===== src/rtl/mrsp_pkg.sv =====
`timescale 1ns / 1ps
// Shared constants, event codes and length tables for the MIDI running status parser.
// No dependencies.
package mrsp_pkg;

  localparam int PORT_COUNT    = 3;
  localparam int PORT_W        = 2;
  localparam int PROGRAM_LIMIT = 64;
  localparam int SONG_LIMIT    = 16;

  localparam logic [23:0] FRAME_MAX  = 24'hFF_FFFF;
  localparam logic [15:0] BEND_FLIP  = 16'h8000;
  localparam logic [7:0]  SENSE_ALL  = 8'hFF;
  localparam logic [7:0]  SENSE_LOW  = 8'h0F;

  // event kinds
  localparam logic [3:0] EV_NONE     = 4'd0;
  localparam logic [3:0] EV_NOTE_ON  = 4'd1;
  localparam logic [3:0] EV_NOTE_OFF = 4'd2;
  localparam logic [3:0] EV_POLY     = 4'd3;
  localparam logic [3:0] EV_CONTROL  = 4'd4;
  localparam logic [3:0] EV_PROGRAM  = 4'd5;
  localparam logic [3:0] EV_CHAN_PRS = 4'd6;
  localparam logic [3:0] EV_BEND     = 4'd7;
  localparam logic [3:0] EV_LOCATE   = 4'd8;
  localparam logic [3:0] EV_SONG_SEL = 4'd9;
  localparam logic [3:0] EV_START    = 4'd10;
  localparam logic [3:0] EV_CONTINUE = 4'd11;
  localparam logic [3:0] EV_STOP     = 4'd12;
  localparam logic [3:0] EV_RESET    = 4'd13;
  localparam logic [3:0] EV_ERROR    = 4'd14;

  // per-port parse states
  localparam logic [1:0] PS_WAIT   = 2'd0;
  localparam logic [1:0] PS_ONE    = 2'd1;
  localparam logic [1:0] PS_FIRST  = 2'd2;
  localparam logic [1:0] PS_SECOND = 2'd3;

  // status high nibbles
  localparam logic [3:0] ST_NOTE_OFF = 4'h8;
  localparam logic [3:0] ST_NOTE_ON  = 4'h9;
  localparam logic [3:0] ST_POLY     = 4'hA;
  localparam logic [3:0] ST_CONTROL  = 4'hB;
  localparam logic [3:0] ST_PROGRAM  = 4'hC;
  localparam logic [3:0] ST_CHAN_PRS = 4'hD;
  localparam logic [3:0] ST_BEND     = 4'hE;
  localparam logic [3:0] ST_SYSTEM   = 4'hF;

  // system common low nibbles
  localparam logic [3:0] SC_SONG_POS = 4'h2;
  localparam logic [3:0] SC_SONG_SEL = 4'h3;

  // real-time codes (low three bits of 0xF8..0xFF)
  localparam logic [2:0] RT_CLOCK    = 3'd0;
  localparam logic [2:0] RT_START    = 3'd2;
  localparam logic [2:0] RT_CONTINUE = 3'd3;
  localparam logic [2:0] RT_STOP     = 3'd4;
  localparam logic [2:0] RT_SENSE    = 3'd6;
  localparam logic [2:0] RT_RESET    = 3'd7;

  // configuration register indexes
  localparam logic [1:0] REG_CLOCK_EN   = 2'd0;
  localparam logic [1:0] REG_CLOCK_SRC  = 2'd1;
  localparam logic [1:0] REG_PROG_CHAN  = 2'd2;

  // parse state after a channel status, by bits 6:4
  function automatic logic [1:0] chan_len(input logic [2:0] code);
    logic [1:0] r;
    case (code)
      3'd4, 3'd5: r = PS_ONE;
      3'd7:       r = PS_WAIT;
      default:    r = PS_FIRST;
    endcase
    return r;
  endfunction

  // parse state after a system common status, by bits 2:0
  function automatic logic [1:0] common_len(input logic [2:0] code);
    logic [1:0] r;
    case (code)
      3'd2:    r = PS_FIRST;
      3'd3:    r = PS_ONE;
      default: r = PS_WAIT;
    endcase
    return r;
  endfunction

endpackage


===== src/rtl/midi_running_status_parser.sv =====
`timescale 1ns / 1ps
// MIDI byte parser with running status: input register, per-port parse state and result register.
// Depends on mrsp_pkg.

// Takes one received byte per cycle unless stalled, with its port number, and returns exactly one
// decoded event per byte. A byte lands in the input register, and in the cycle it moves on to the
// result register the per-port state (parse state, running status, held data byte, sensing flags)
// and the shared transport (run flag, frame position) are updated in the same single pass.
// Throughput is one byte per cycle unless stalled. The input register keeps taking bytes while a
// result waits, until both registers are full. Configuration registers sit behind an APB port at
// byte addresses 0, 4 and 8; the user must write them only while idle, unenforced by the block.
module midi_running_status_parser
  import mrsp_pkg::*;
(
  input  logic              clk,
  input  logic              rst_n,
  // input channel
  input  logic              in_valid,
  output logic              in_ready,
  input  logic [PORT_W-1:0] in_port,
  input  logic [7:0]        in_rx_byte,
  // result channel
  output logic              out_valid,
  input  logic              out_ready,
  output logic [3:0]        out_event_kind,
  output logic [PORT_W-1:0] out_event_port,
  output logic [3:0]        out_event_channel,
  output logic [6:0]        out_first_data,
  output logic [6:0]        out_second_data,
  output logic [15:0]       out_bend_value,
  output logic [23:0]       out_frame_position,
  output logic              out_transport_running,
  output logic [7:0]        out_sense_flags,
  // configuration
  input  logic              psel,
  input  logic              penable,
  input  logic              pwrite,
  input  logic [3:0]        paddr,
  input  logic [31:0]       pwdata,
  output logic [31:0]       prdata,
  output logic              pready
);

  // configuration registers
  logic       clock_en_r;
  logic       clock_src_r;
  logic [4:0] prog_chan_r;
  logic [1:0] reg_idx;

  assign pready  = 1'b1;
  assign reg_idx = paddr[3:2];

  always_ff @(posedge clk) begin
    if (!rst_n) begin
      clock_en_r  <= 1'b0;
      clock_src_r <= 1'b0;
      prog_chan_r <= 5'd0;
    end else if (psel && penable && pwrite && pready) begin
      unique case (reg_idx)
        REG_CLOCK_EN:  clock_en_r  <= pwdata[0];
        REG_CLOCK_SRC: clock_src_r <= pwdata[0];
        REG_PROG_CHAN: prog_chan_r <= pwdata[4:0];
        default: ;
      endcase
    end
  end

  always_comb begin
    unique case (reg_idx)
      REG_CLOCK_EN:  prdata = {31'd0, clock_en_r};
      REG_CLOCK_SRC: prdata = {31'd0, clock_src_r};
      REG_PROG_CHAN: prdata = {27'd0, prog_chan_r};
      default:       prdata = 32'd0;
    endcase
  end

  // input register
  logic              in_valid_r;
  logic [PORT_W-1:0] in_port_r;
  logic [7:0]        in_byte_r;
  logic              out_valid_r;
  logic              advance;

  assign advance  = in_valid_r && (!out_valid_r || out_ready);
  assign in_ready = !in_valid_r || advance;

  always_ff @(posedge clk) begin
    if (!rst_n) begin
      in_valid_r <= 1'b0;
    end else if (in_ready) begin
      in_valid_r <= in_valid;
    end
  end

  always_ff @(posedge clk) begin
    if (in_valid && in_ready) begin
      in_port_r <= in_port;
      in_byte_r <= in_rx_byte;
    end
  end

  // per-port and transport state
  logic [1:0]  ps_r  [PORT_COUNT];
  logic [7:0]  rs_r  [PORT_COUNT];
  logic [6:0]  hd_r  [PORT_COUNT];
  logic [7:0]  sf_r  [PORT_COUNT];
  logic [1:0]  ps_nxt[PORT_COUNT];
  logic [7:0]  rs_nxt[PORT_COUNT];
  logic [6:0]  hd_nxt[PORT_COUNT];
  logic [7:0]  sf_nxt[PORT_COUNT];
  logic        run_r, run_nxt;
  logic [23:0] frame_r, frame_nxt;

  // result fields of the current byte
  logic [3:0]  kind_nxt;
  logic [3:0]  chan_nxt;
  logic [6:0]  d1_nxt;
  logic [6:0]  d2_nxt;
  logic [15:0] bend_nxt;
  logic [7:0]  sense_nxt;

  logic              p_ok;
  logic [PORT_W-1:0] p;
  logic [7:0]        b;
  logic [6:0]        bd;
  logic [1:0]        st;
  logic [3:0]        hi;
  logic [3:0]        lo;
  logic [6:0]        a;
  logic [24:0]       clk_sum;
  logic [17:0]       pos18;
  logic [17:0]       locate_frames;

  assign p    = in_port_r;
  assign b    = in_byte_r;
  assign bd   = in_byte_r[6:0];
  assign p_ok = {{(32-PORT_W){1'b0}}, in_port_r} < PORT_COUNT;
  assign st   = p_ok ? ps_r[p] : PS_WAIT;
  assign hi   = p_ok ? rs_r[p][7:4] : 4'd0;
  assign lo   = p_ok ? rs_r[p][3:0] : 4'd0;
  assign a    = p_ok ? hd_r[p] : 7'd0;

  assign clk_sum       = {1'b0, frame_r} + 25'd2;
  assign pos18         = {4'd0, bd, a};
  assign locate_frames = (pos18 << 3) + (pos18 << 2);

  always_comb begin
    for (int i = 0; i < PORT_COUNT; i++) begin
      ps_nxt[i] = ps_r[i];
      rs_nxt[i] = rs_r[i];
      hd_nxt[i] = hd_r[i];
      sf_nxt[i] = sf_r[i];
    end
    run_nxt   = run_r;
    frame_nxt = frame_r;
    kind_nxt  = EV_NONE;
    chan_nxt  = 4'd0;
    d1_nxt    = 7'd0;
    d2_nxt    = 7'd0;
    bend_nxt  = 16'd0;
    sense_nxt = 8'd0;

    if (p_ok) begin
      // refresh sensing before the byte itself
      if (sf_r[p] != 8'd0) begin
        sf_nxt[p] = sf_r[p] | SENSE_LOW;
      end

      if (b[7]) begin
        if (b[6:4] != 3'd7) begin
          ps_nxt[p] = chan_len(b[6:4]);
          rs_nxt[p] = b;
        end else if (!b[3]) begin
          ps_nxt[p] = common_len(b[2:0]);
          rs_nxt[p] = b;
        end else begin
          case (b[2:0])
            RT_CLOCK: begin
              if (clock_en_r && run_r) begin
                frame_nxt = clk_sum[24] ? FRAME_MAX : clk_sum[23:0];
              end
            end
            RT_START: begin
              if (clock_src_r && !run_r) begin
                run_nxt   = 1'b1;
                frame_nxt = 24'd0;
                kind_nxt  = EV_START;
              end
            end
            RT_CONTINUE: begin
              if (clock_src_r && !run_r) begin
                run_nxt  = 1'b1;
                kind_nxt = EV_CONTINUE;
              end
            end
            RT_STOP: begin
              if (clock_src_r && run_r) begin
                run_nxt  = 1'b0;
                kind_nxt = EV_STOP;
              end
            end
            RT_SENSE: sf_nxt[p] = SENSE_ALL;
            RT_RESET: begin
              for (int i = 0; i < PORT_COUNT; i++) begin
                ps_nxt[i] = PS_WAIT;
                rs_nxt[i] = 8'd0;
                sf_nxt[i] = 8'd0;
              end
              kind_nxt = EV_RESET;
            end
            default: ;
          endcase
        end
      end else begin
        unique case (st)
          PS_WAIT: ;
          PS_ONE: begin
            if (hi == ST_PROGRAM) begin
              if (p == '0 && ({1'b0, lo} + 5'd1) == prog_chan_r &&
                  {1'b0, bd} < 8'(PROGRAM_LIMIT)) begin
                kind_nxt = EV_PROGRAM;
                chan_nxt = lo;
                d1_nxt   = bd;
              end
            end else if (hi == ST_CHAN_PRS) begin
              kind_nxt = EV_CHAN_PRS;
              chan_nxt = lo;
              d2_nxt   = bd;
            end else if (hi == ST_SYSTEM && lo == SC_SONG_SEL && !run_r) begin
              if ({1'b0, bd} < 8'(SONG_LIMIT)) begin
                kind_nxt = EV_SONG_SEL;
                d1_nxt   = bd;
              end
            end else begin
              ps_nxt[p] = PS_WAIT;
              rs_nxt[p] = 8'd0;
              kind_nxt  = EV_ERROR;
            end
          end
          PS_FIRST: begin
            hd_nxt[p] = bd;
            ps_nxt[p] = PS_SECOND;
          end
          PS_SECOND: begin
            ps_nxt[p] = PS_FIRST;
            case (hi)
              ST_NOTE_ON, ST_NOTE_OFF, ST_POLY, ST_CONTROL, ST_BEND: begin
                chan_nxt = lo;
                d1_nxt   = a;
                d2_nxt   = bd;
                case (hi)
                  ST_NOTE_ON: kind_nxt = (bd != 7'd0) ? EV_NOTE_ON : EV_NOTE_OFF;
                  ST_NOTE_OFF: kind_nxt = EV_NOTE_OFF;
                  ST_POLY:     kind_nxt = EV_POLY;
                  ST_CONTROL:  kind_nxt = EV_CONTROL;
                  default: begin
                    kind_nxt = EV_BEND;
                    bend_nxt = {bd, a, 2'b00} ^ BEND_FLIP;
                  end
                endcase
              end
              ST_SYSTEM: begin
                if (lo == SC_SONG_POS) begin
                  if (clock_src_r && !run_r) begin
                    frame_nxt = {6'd0, locate_frames};
                    kind_nxt  = EV_LOCATE;
                    d1_nxt    = a;
                    d2_nxt    = bd;
                  end
                end else begin
                  ps_nxt[p] = PS_WAIT;
                  rs_nxt[p] = 8'd0;
                  kind_nxt  = EV_ERROR;
                end
              end
              default: begin
                ps_nxt[p] = PS_WAIT;
                rs_nxt[p] = 8'd0;
                kind_nxt  = EV_ERROR;
              end
            endcase
          end
        endcase
      end
      sense_nxt = sf_nxt[p];
    end
  end

  // commit state as the byte moves into the result register
  always_ff @(posedge clk) begin
    if (!rst_n) begin
      for (int i = 0; i < PORT_COUNT; i++) begin
        ps_r[i] <= PS_WAIT;
        rs_r[i] <= 8'd0;
        hd_r[i] <= 7'd0;
        sf_r[i] <= 8'd0;
      end
      run_r   <= 1'b0;
      frame_r <= 24'd0;
    end else if (advance) begin
      for (int i = 0; i < PORT_COUNT; i++) begin
        ps_r[i] <= ps_nxt[i];
        rs_r[i] <= rs_nxt[i];
        hd_r[i] <= hd_nxt[i];
        sf_r[i] <= sf_nxt[i];
      end
      run_r   <= run_nxt;
      frame_r <= frame_nxt;
    end
  end

  // result register
  logic [3:0]        kind_r;
  logic [PORT_W-1:0] port_r;
  logic [3:0]        chan_r;
  logic [6:0]        d1_r;
  logic [6:0]        d2_r;
  logic [15:0]       bend_r;
  logic [23:0]       pos_r;
  logic              running_r;
  logic [7:0]        sense_r;

  always_ff @(posedge clk) begin
    if (!rst_n) begin
      out_valid_r <= 1'b0;
    end else if (advance) begin
      out_valid_r <= 1'b1;
    end else if (out_ready) begin
      out_valid_r <= 1'b0;
    end
  end

  always_ff @(posedge clk) begin
    if (advance) begin
      kind_r    <= kind_nxt;
      port_r    <= p;
      chan_r    <= chan_nxt;
      d1_r      <= d1_nxt;
      d2_r      <= d2_nxt;
      bend_r    <= bend_nxt;
      pos_r     <= frame_nxt;
      running_r <= run_nxt;
      sense_r   <= sense_nxt;
    end
  end

  assign out_valid             = out_valid_r;
  assign out_event_kind        = kind_r;
  assign out_event_port        = port_r;
  assign out_event_channel     = chan_r;
  assign out_first_data        = d1_r;
  assign out_second_data       = d2_r;
  assign out_bend_value        = bend_r;
  assign out_frame_position    = pos_r;
  assign out_transport_running = running_r;
  assign out_sense_flags       = sense_r;

  // transport changes only with the matching event in the result register
  a_run_rise : assert property (@(posedge clk) disable iff (!rst_n)
    $rose(run_r) |-> (out_valid_r && (kind_r == EV_START || kind_r == EV_CONTINUE)))
    else $error("run flag set without start or continue");

  a_run_fall : assert property (@(posedge clk) disable iff (!rst_n)
    $fell(run_r) |-> (out_valid_r && kind_r == EV_STOP))
    else $error("run flag cleared without stop");

  a_reset_clears : assert property (@(posedge clk) disable iff (!rst_n)
    (out_valid_r && kind_r == EV_RESET) |-> (sense_r == 8'd0 && ps_r[port_r] == PS_WAIT))
    else $error("system reset left port state behind");

  a_error_clears : assert property (@(posedge clk) disable iff (!rst_n)
    (out_valid_r && kind_r == EV_ERROR) |-> (ps_r[port_r] == PS_WAIT && rs_r[port_r] == 8'd0))
    else $error("error event without port reset");

endmodule


===== config.mk =====
export PLATFORM = sky130hd
export DESIGN_NAME = midi_running_status_parser
export DESIGN_NICKNAME = d
export VERILOG_FILES = /design/src/rtl/mrsp_pkg.sv /design/src/rtl/midi_running_status_parser.sv
export SDC_FILE = /design/constraint.sdc
export NUM_CORES = 1
export LEC_CHECK = 0
export BUFFER_PORTS_ARGS = -buffer_cell sky130_fd_sc_hd__buf_2
export CAP_MARGIN = 20
export CORE_MARGIN = 2
export CORE_UTILIZATION = 53
export CTS_CLUSTER_SIZE = 28
export DETAILED_ROUTE_END_ITERATION = 10
export PLACE_DENSITY = 0.77
export SLEW_MARGIN = 5
export SYNTH_ARGS = -nofsm -noshare
export SYNTH_HDL_FRONTEND = slang
export SYNTH_SLANG_ARGS = --single-unit

===== constraint.sdc =====
create_clock -name clk -period 4.4 [get_ports clk]
set_input_delay 0.88 -clock clk [delete_from_list [all_inputs] [get_ports clk]]
set_output_delay 0.88 -clock clk [all_outputs]
set_load 0.1 [all_outputs]

==> results.md, run 1 <==
* Endpoints failing hold at 0
* Hold EP: frame_r[0]$_SDFFE_PN0P_
* CTS clk-pin slew, worst paths at 80 ps
* First-pass GRT wire length at 49900 um
* Synth top area share at 0.405
* Startpoint Class: flip-flop
* Post-CTS Resized at 0
* Drt pass-1 iters at 6
* Die Width at 152 um
* DRT iter0 DRCs at 1117
* Nets at 1417
* Ys async rst share at 0
* Worst Hold Class: reg -> reg
* Pins Over Slew Limit at 0
* Power Density at 365 nW/um2
* Post-CTS setup repair buffer count at 0
* CTS tree: yes
* Total negative setup slack at 0 ps
* Post-synthesis average cell area at 9.23 um2
* Worst Clk Skew at 16.5 ps
* Final Cycle Share at 0.863
* Worst vdd ir at 0.000228 V
* Max FO, Critical Path at 11
* Min Tclk post-route at 3800 ps
* Reg2Reg Depth at 12
* Overflow left after global routing at 0
* Max-Cap Viols at 0
* # DRC at 0
* Total Wirelength at 32500 um
* Max Clock Freq at 263 MHz
* Gate Count Post-Synth at 1254
* CP endpoint kind: flip-flop
* Critical hold path startpoint: frame_r[0]$_SDFFE_PN0P_
* Post-layout util at 0.598
* Outcome: complete, no violations
* Most area-hungry cell type in the Yosys netlist: edfxtp_1
* GR Util All Layers at 0.283
* Routed len/inst at 19.9 um
* Pin count of the biggest net entering global routing at 62
* Die Y at 152 um
* IO Count at 161
* FF+latch count, synth at 192
* Reg-to-reg endpoint: out_frame_position[8]$_DFFE_PP_
* Worst relative slew slack at 0.352
* Worst Path Required at 4590 ps
* Seq/Total Area, Yosys at 0.467
* Distinct cells, synth at 89
* Initial Util at 0.535
* Placer Congestion at 0.938
* Area grow syn2layout at 11.7%
* Row cnt at 54
* DR vias at 10067
* Worst EP arrival at 3990 ps
* Multi-input logic area at 5630 um2
* Crit path kind: reg -> reg
* Top cells by count, synth: 178 x nor2_1, 156 x edfxtp_1, 132 x nand2_1
* Longest Clk Path Bufs at 2
* Synth top area cells: edfxtp_1 40%, dfxtp_1 6.2%, nor2_1 5.8%, a21oi_1 4.9%, nand2_1 4.3%
* Hold Buf Count CTS at 0
* Slew @ Worst Pin at 971 ps
* H-tree Lvls at 4
* Vias in the first global route at 9210
* Post-synth EDFFs at 156
* Sink Count at 192
* Full die area at 23000 um2
* Clock Latency Late Sink at 460 ps
* Number of port buffers at 101
* Hold depth at 2
* YS warnings at 0
* P_leak at 4.88 nW
* Clock Tree Root: clkbuf_16
* N_diodes at 0
* Vias per cell at 6.16
* Most frequent cell after synthesis: nor2_1
* Total CTS buffers at 17
* Post-Syn Area at 11600 um2
* Final HPWL from detailed placement at 22700 um
* Layout cell share with drive strength beyond 1 at 0.163
* Finish-stage setup viols at 0
* Filler Cell Count at 1868
* RSZ-0062 raised after global routing: false
* Initial antenna violation count at 0
* Post-DRT Antenna Nets at 0
* Core area at 21600 um2
* Flop-to-flop setup slack at 600 ps
* Ys flop type: edfxtp_1
* Reg area at 5410 um2
stage by stage:
| stage | area, um2 | std cells | total power, mW | hold WS, ps | setup slack, ps |
|---|---|---|---|---|---|
| floorplan | 11700 | 1282 | 2.99 | 424 | 251 |
| global placement | 12300 | 1600 | 3.19 | 448 | 629 |
| detailed placement | 12300 | 1600 | 3.20 | 479 | 589 |
| CTS | 12900 | 1632 | 4.71 | 489 | 529 |
| global route | 12900 | 1634 | 4.87 | 509 | 340 |
| finish | 12900 | 1634 | 4.71 | 485 | 601 |
critical path, stage by stage (launching register included):
cell      delay [ps]
dfxtp_1          680
mux2i_1          240
nor2_1            50
a21oi_1          210
nor2_1           150
ha_1             360
a21boi_0         410
nor4b_1          500
o31ai_1          180
nor2b_1          170
xnor2_1          140
a211oi_1         300
a21oi_1          130
where the power goes:
part,internal [mW],total [mW],switching [mW]
Clock,0.758,1.53,0.772
Sequential,2.07,2.14,0.0708
Combinational,0.260,1.04,0.785
cell families after synthesis:
group                      after synthesis  share of synthesized area
and+or+nand+nor                        497                      0.202
AOI/OAI and AO/OA                      348                      0.197
DFF                                    192                      0.467
buffers and inverters                  135                     0.0561
muxes                                   40                     0.0389
adders and majority gates               23                     0.0249
xor gates and xnor gates                17                     0.0129
other                                    2                   0.000649
registers in the layout (all words and copies together), names as in the netlist, 2 cells and up, named ones only:
register and flops:
out_sense_flags 8, out_bend_value 14, ps_r 6, frame_r 24, rs_r 24, b 8, out_event_channel 4, out_first_data 7
prog_chan_r 5, out_second_data 7, hd_r 21, out_event_kind 4, sf_r 24, out_frame_position 24, out_event_port 2, in_port_r 2
area by class of cell:
class,instances,share of cell area
multi-input cells,955,0.436
flip-flops and latches,192,0.418
repair buffers,144,0.0659
clock buffers,18,0.0332
well taps,280,0.0271
clock inverters,14,0.0107
inverters,31,0.00910
per-layer routing:
metal	track usage	routed length [um]	vias to the layer above
li1	-	-	4700
met1	0.360	12900	4820
met2	0.479	16100	478
met3	0.0473	2460	69
met4	0.118	1070	0
met5	0	0	-
how the worst max path moves through the flow:
stage / to / cells past startpoint / startpoint
2_1_floorplan: frame_r[23]$_SDFFE_PN0P_ / 7 / out_valid$_SDFFE_PN0P_
3_3_place_gp: rs_r[0][5]$_SDFFCE_PN0P_ / 9 / flip-flop
3_5_place_dp: rs_r[0][5]$_SDFFCE_PN0P_ / 9 / flip-flop
4_1_cts: rs_r[0][5]$_SDFFCE_PN0P_ / 9 / flip-flop
5_1_grt: out_frame_position[8]$_DFFE_PP_ / 12 / flip-flop
6_report: out_frame_position[8]$_DFFE_PP_ / 12 / flip-flop
cell usage in the layout (no fill, tap or decap), drive strengths merged, types with 8 or more instances in the layout:
| master | n |
|---|---|
| a211oi | 10 |
| a21o | 9 |
| a21oi | 115 |
| a22o | 8 |
| a22oi | 20 |
| a31oi | 14 |
| and2 | 20 |
| and3 | 10 |
| buf | 144 |
| clkbuf | 18 |
| conb | 30 |
| dfxtp | 36 |
| edfxtp | 156 |
| ha | 23 |
| inv | 40 |
| mux2 | 17 |
| mux2i | 23 |
| nand2 | 132 |
| nand2b | 27 |
| nand3 | 29 |
| nand4 | 8 |
| nor2 | 178 |
| nor2b | 14 |
| nor3 | 33 |
| o211ai | 8 |
| o21a | 9 |
| o21ai | 71 |
| o31ai | 9 |
| xnor2 | 9 |
| xor2 | 8 |
Power figures use the tool's default switching activity.
==> run 2, diff against run 1 <==
--- a/config.mk
+++ b/config.mk
@@ -7,11 +7,14 @@
 export LEC_CHECK = 0
 export BUFFER_PORTS_ARGS = -buffer_cell sky130_fd_sc_hd__buf_2
 export CAP_MARGIN = 20
+export CELL_PAD_IN_SITES_DETAIL_PLACEMENT = 0
+export CELL_PAD_IN_SITES_GLOBAL_PLACEMENT = 1
 export CORE_MARGIN = 2
-export CORE_UTILIZATION = 53
+export CORE_UTILIZATION = 40
 export CTS_CLUSTER_SIZE = 28
 export DETAILED_ROUTE_END_ITERATION = 10
-export PLACE_DENSITY = 0.77
+export GPL_ROUTABILITY_DRIVEN = 0
+export PLACE_DENSITY_LB_ADDON = 0.1
 export SLEW_MARGIN = 5
 export SYNTH_ARGS = -nofsm -noshare
 export SYNTH_HDL_FRONTEND = slang
==> run 2 against run 1 <==
  * Register-to-register slack better by 160 ps
  * Final cell count increased by 6.5%
  * Sequential share of layout area down 0.59 points
  * Maximum frequency is 4.4% higher
  * Die area rose by 32%
  * Via count shrank 3.3%
  * Clock power rose by 8%
  * Count of clock-buffer cells in the layout stayed put
  * Worst hold slack got worse by 18 ps
  * Largest cell class unchanged
  * Largest power group unchanged
  * Highest routed layer unchanged
==> results.md, run 2 (synthesized netlist as in run 1, its figures left out) <==
* Overflow left after global routing at 0
* # DRC at 0
* Endpoints failing hold at 0
* N_diodes at 0
* Full die area at 30300 um2
* Hold depth at 2
* Vias per cell at 5.59
* Outcome: complete, no violations
* Row cnt at 62
* Max Clock Freq at 275 MHz
* Power Density at 371 nW/um2
* GR Util All Layers at 0.237
* WHS at 467 ps
* RSZ-0062 raised after global routing: false
* Die Width at 174 um
* Post-DRT Antenna Nets at 0
* Post-CTS setup repair buffer count at 0
* Final HPWL from detailed placement at 25200 um
* CTS clk-pin slew, worst paths at 80 ps
* Worst Hold Class: reg -> reg
* Nets at 1419
* Core area at 28600 um2
* Longest Clk Path Bufs at 2
* Worst relative slew slack at 0.403
* Flop-to-flop setup slack at 760 ps
* Min Tclk post-route at 3640 ps
* CP endpoint kind: flip-flop
* Area post-placement at 12500 um2
* Die Y at 174 um
* Crit path kind: reg -> reg
* Total negative setup slack at 0 ps
* Total CTS buffers at 17
* Routed len/inst at 20.6 um
* IO Count at 161
* Initial Util at 0.404
* Reg-to-reg endpoint: out_frame_position[15]$_DFFE_PP_
* Most common cell after layout, fill and taps aside: nor2_1
* Startpoint Class: flip-flop
* Total Wirelength at 35800 um
* Max-Cap Viols at 0
* Reg2Reg Depth at 14
* Area grow syn2layout at 13.3%
* Sink Count at 192
* Critical hold path startpoint: frame_r[0]$_SDFFE_PN0P_
* Initial antenna violation count at 0
* Most frequent cells in the layout: 178 x nor2_1, 156 x edfxtp_1, 132 x nand2_1, 113 x a21oi_1, 101 x buf_2
* Layout cell share with drive strength beyond 1 at 0.164
* Post-layout util at 0.458
* P_leak at 4.89 nW
* Worst Path Required at 4570 ps
* Max FO, Critical Path at 32
* Drt pass-1 iters at 5
* Worst vdd ir at 0.000232 V
* Hold Buf Count CTS at 0
* Number of port buffers at 101
* DRT iter0 DRCs at 888
* Vias in the first global route at 9159
* Hold EP: frame_r[0]$_SDFFE_PN0P_
* Fin area at 13100 um2
* Worst EP arrival at 3810 ps
* Post-CTS Resized at 0
* Pin count of the biggest net entering global routing at 43
* H-tree Lvls at 4
* Filler Cell Count at 2783
* Slew @ Worst Pin at 894 ps
* Clock Latency Late Sink at 450 ps
* Pins Over Slew Limit at 0
* CTS tree: yes
* Clock Tree Root: clkbuf_16
* DR vias at 9731
* Final Cycle Share at 0.827
* Worst Clk Skew at 16.5 ps
* First-pass GRT wire length at 54800 um
* Finish-stage setup viols at 0
==> run 2: changes by cell type in the layout (fill, tap and decap cells not counted), sizes merged <==
cell      change
inv           -6
bufinv        +3
buf           +2
clkinvlp      +2
clkinv        +1
==> run 2: power by group <==
part | leakage (nW) | total [mW] | switching [mW] | internal (mW)
combinational | 2.77 | 1.06 | 0.795 | 0.261
clock | 0.290 | 1.66 | 0.753 | 0.906
sequential | 1.84 | 2.14 | 0.0743 | 2.07
total | 4.89 | 4.86 | 1.62 | 3.23
==> run 2: worst max-delay path by stage <==
stage / start / endpoint / slack [ps] / cells past startpoint
final: flip-flop / out_frame_position[15]$_DFFE_PP_ / 760 / 14
after global routing: flip-flop / out_frame_position[15]$_DFFE_PP_ / 500 / 14
after CTS: flip-flop / out_frame_position[17]$_DFFE_PP_ / 780 / 14
after detailed placement: flip-flop / out_frame_position[17]$_DFFE_PP_ / 810 / 14
after global placement: flip-flop / out_frame_position[17]$_DFFE_PP_ / 800 / 14
after floorplan: out_valid$_SDFFE_PN0P_ / frame_r[23]$_SDFFE_PN0P_ / 250 / 7
==> run 2: final cells by class <==
cell class / count / area [um2] / area share
Clock inverter: 14 / 179 / 0.0137
Tap cell: 384 / 480 / 0.0367
Clock buffer: 18 / 429 / 0.0327
Multi-Input combinational cell: 955 / 5640 / 0.430
Sequential cell: 192 / 5410 / 0.412
Timing Repair Buffer: 146 / 856 / 0.0653
Inverter: 31 / 118 / 0.00897
==> run 2: per-layer routing <==
metal | GRT usage | vias up | share of wire
li1 | - | 4712 | -
met2 | 0.399 | 286 | 0.49
met4 | 0.0672 | 0 | 0.019
met1 | 0.321 | 4703 | 0.45
met3 | 0.0289 | 30 | 0.047
met5 | 0 | - | 0
==> run 2: per-stage QoR <==
step                      worst slack, ps  cells  power (mW)
after floorplan                       251   1282        2.99
after global placement                803   1708        3.23
after detailed placement              807   1708        3.24
after CTS                             783   1740        4.90
after global routing                  503   1740        5.03
final                                 759   1740        4.86
==> run 2: worst max-delay path, cell delays in order (launching register included) <==
cell,delay (ps)
dfxtp_1,360
buf_12,220
mux2_2,370
o21ai_2,160
nor2_1,110
ha_1,370
a21boi_0,210
buf_4,170
o21a_1,190
a21oi_1,90
a311o_2,410
o21ai_1,190
o41ai_2,110
mux2i_1,230
o211ai_1,170
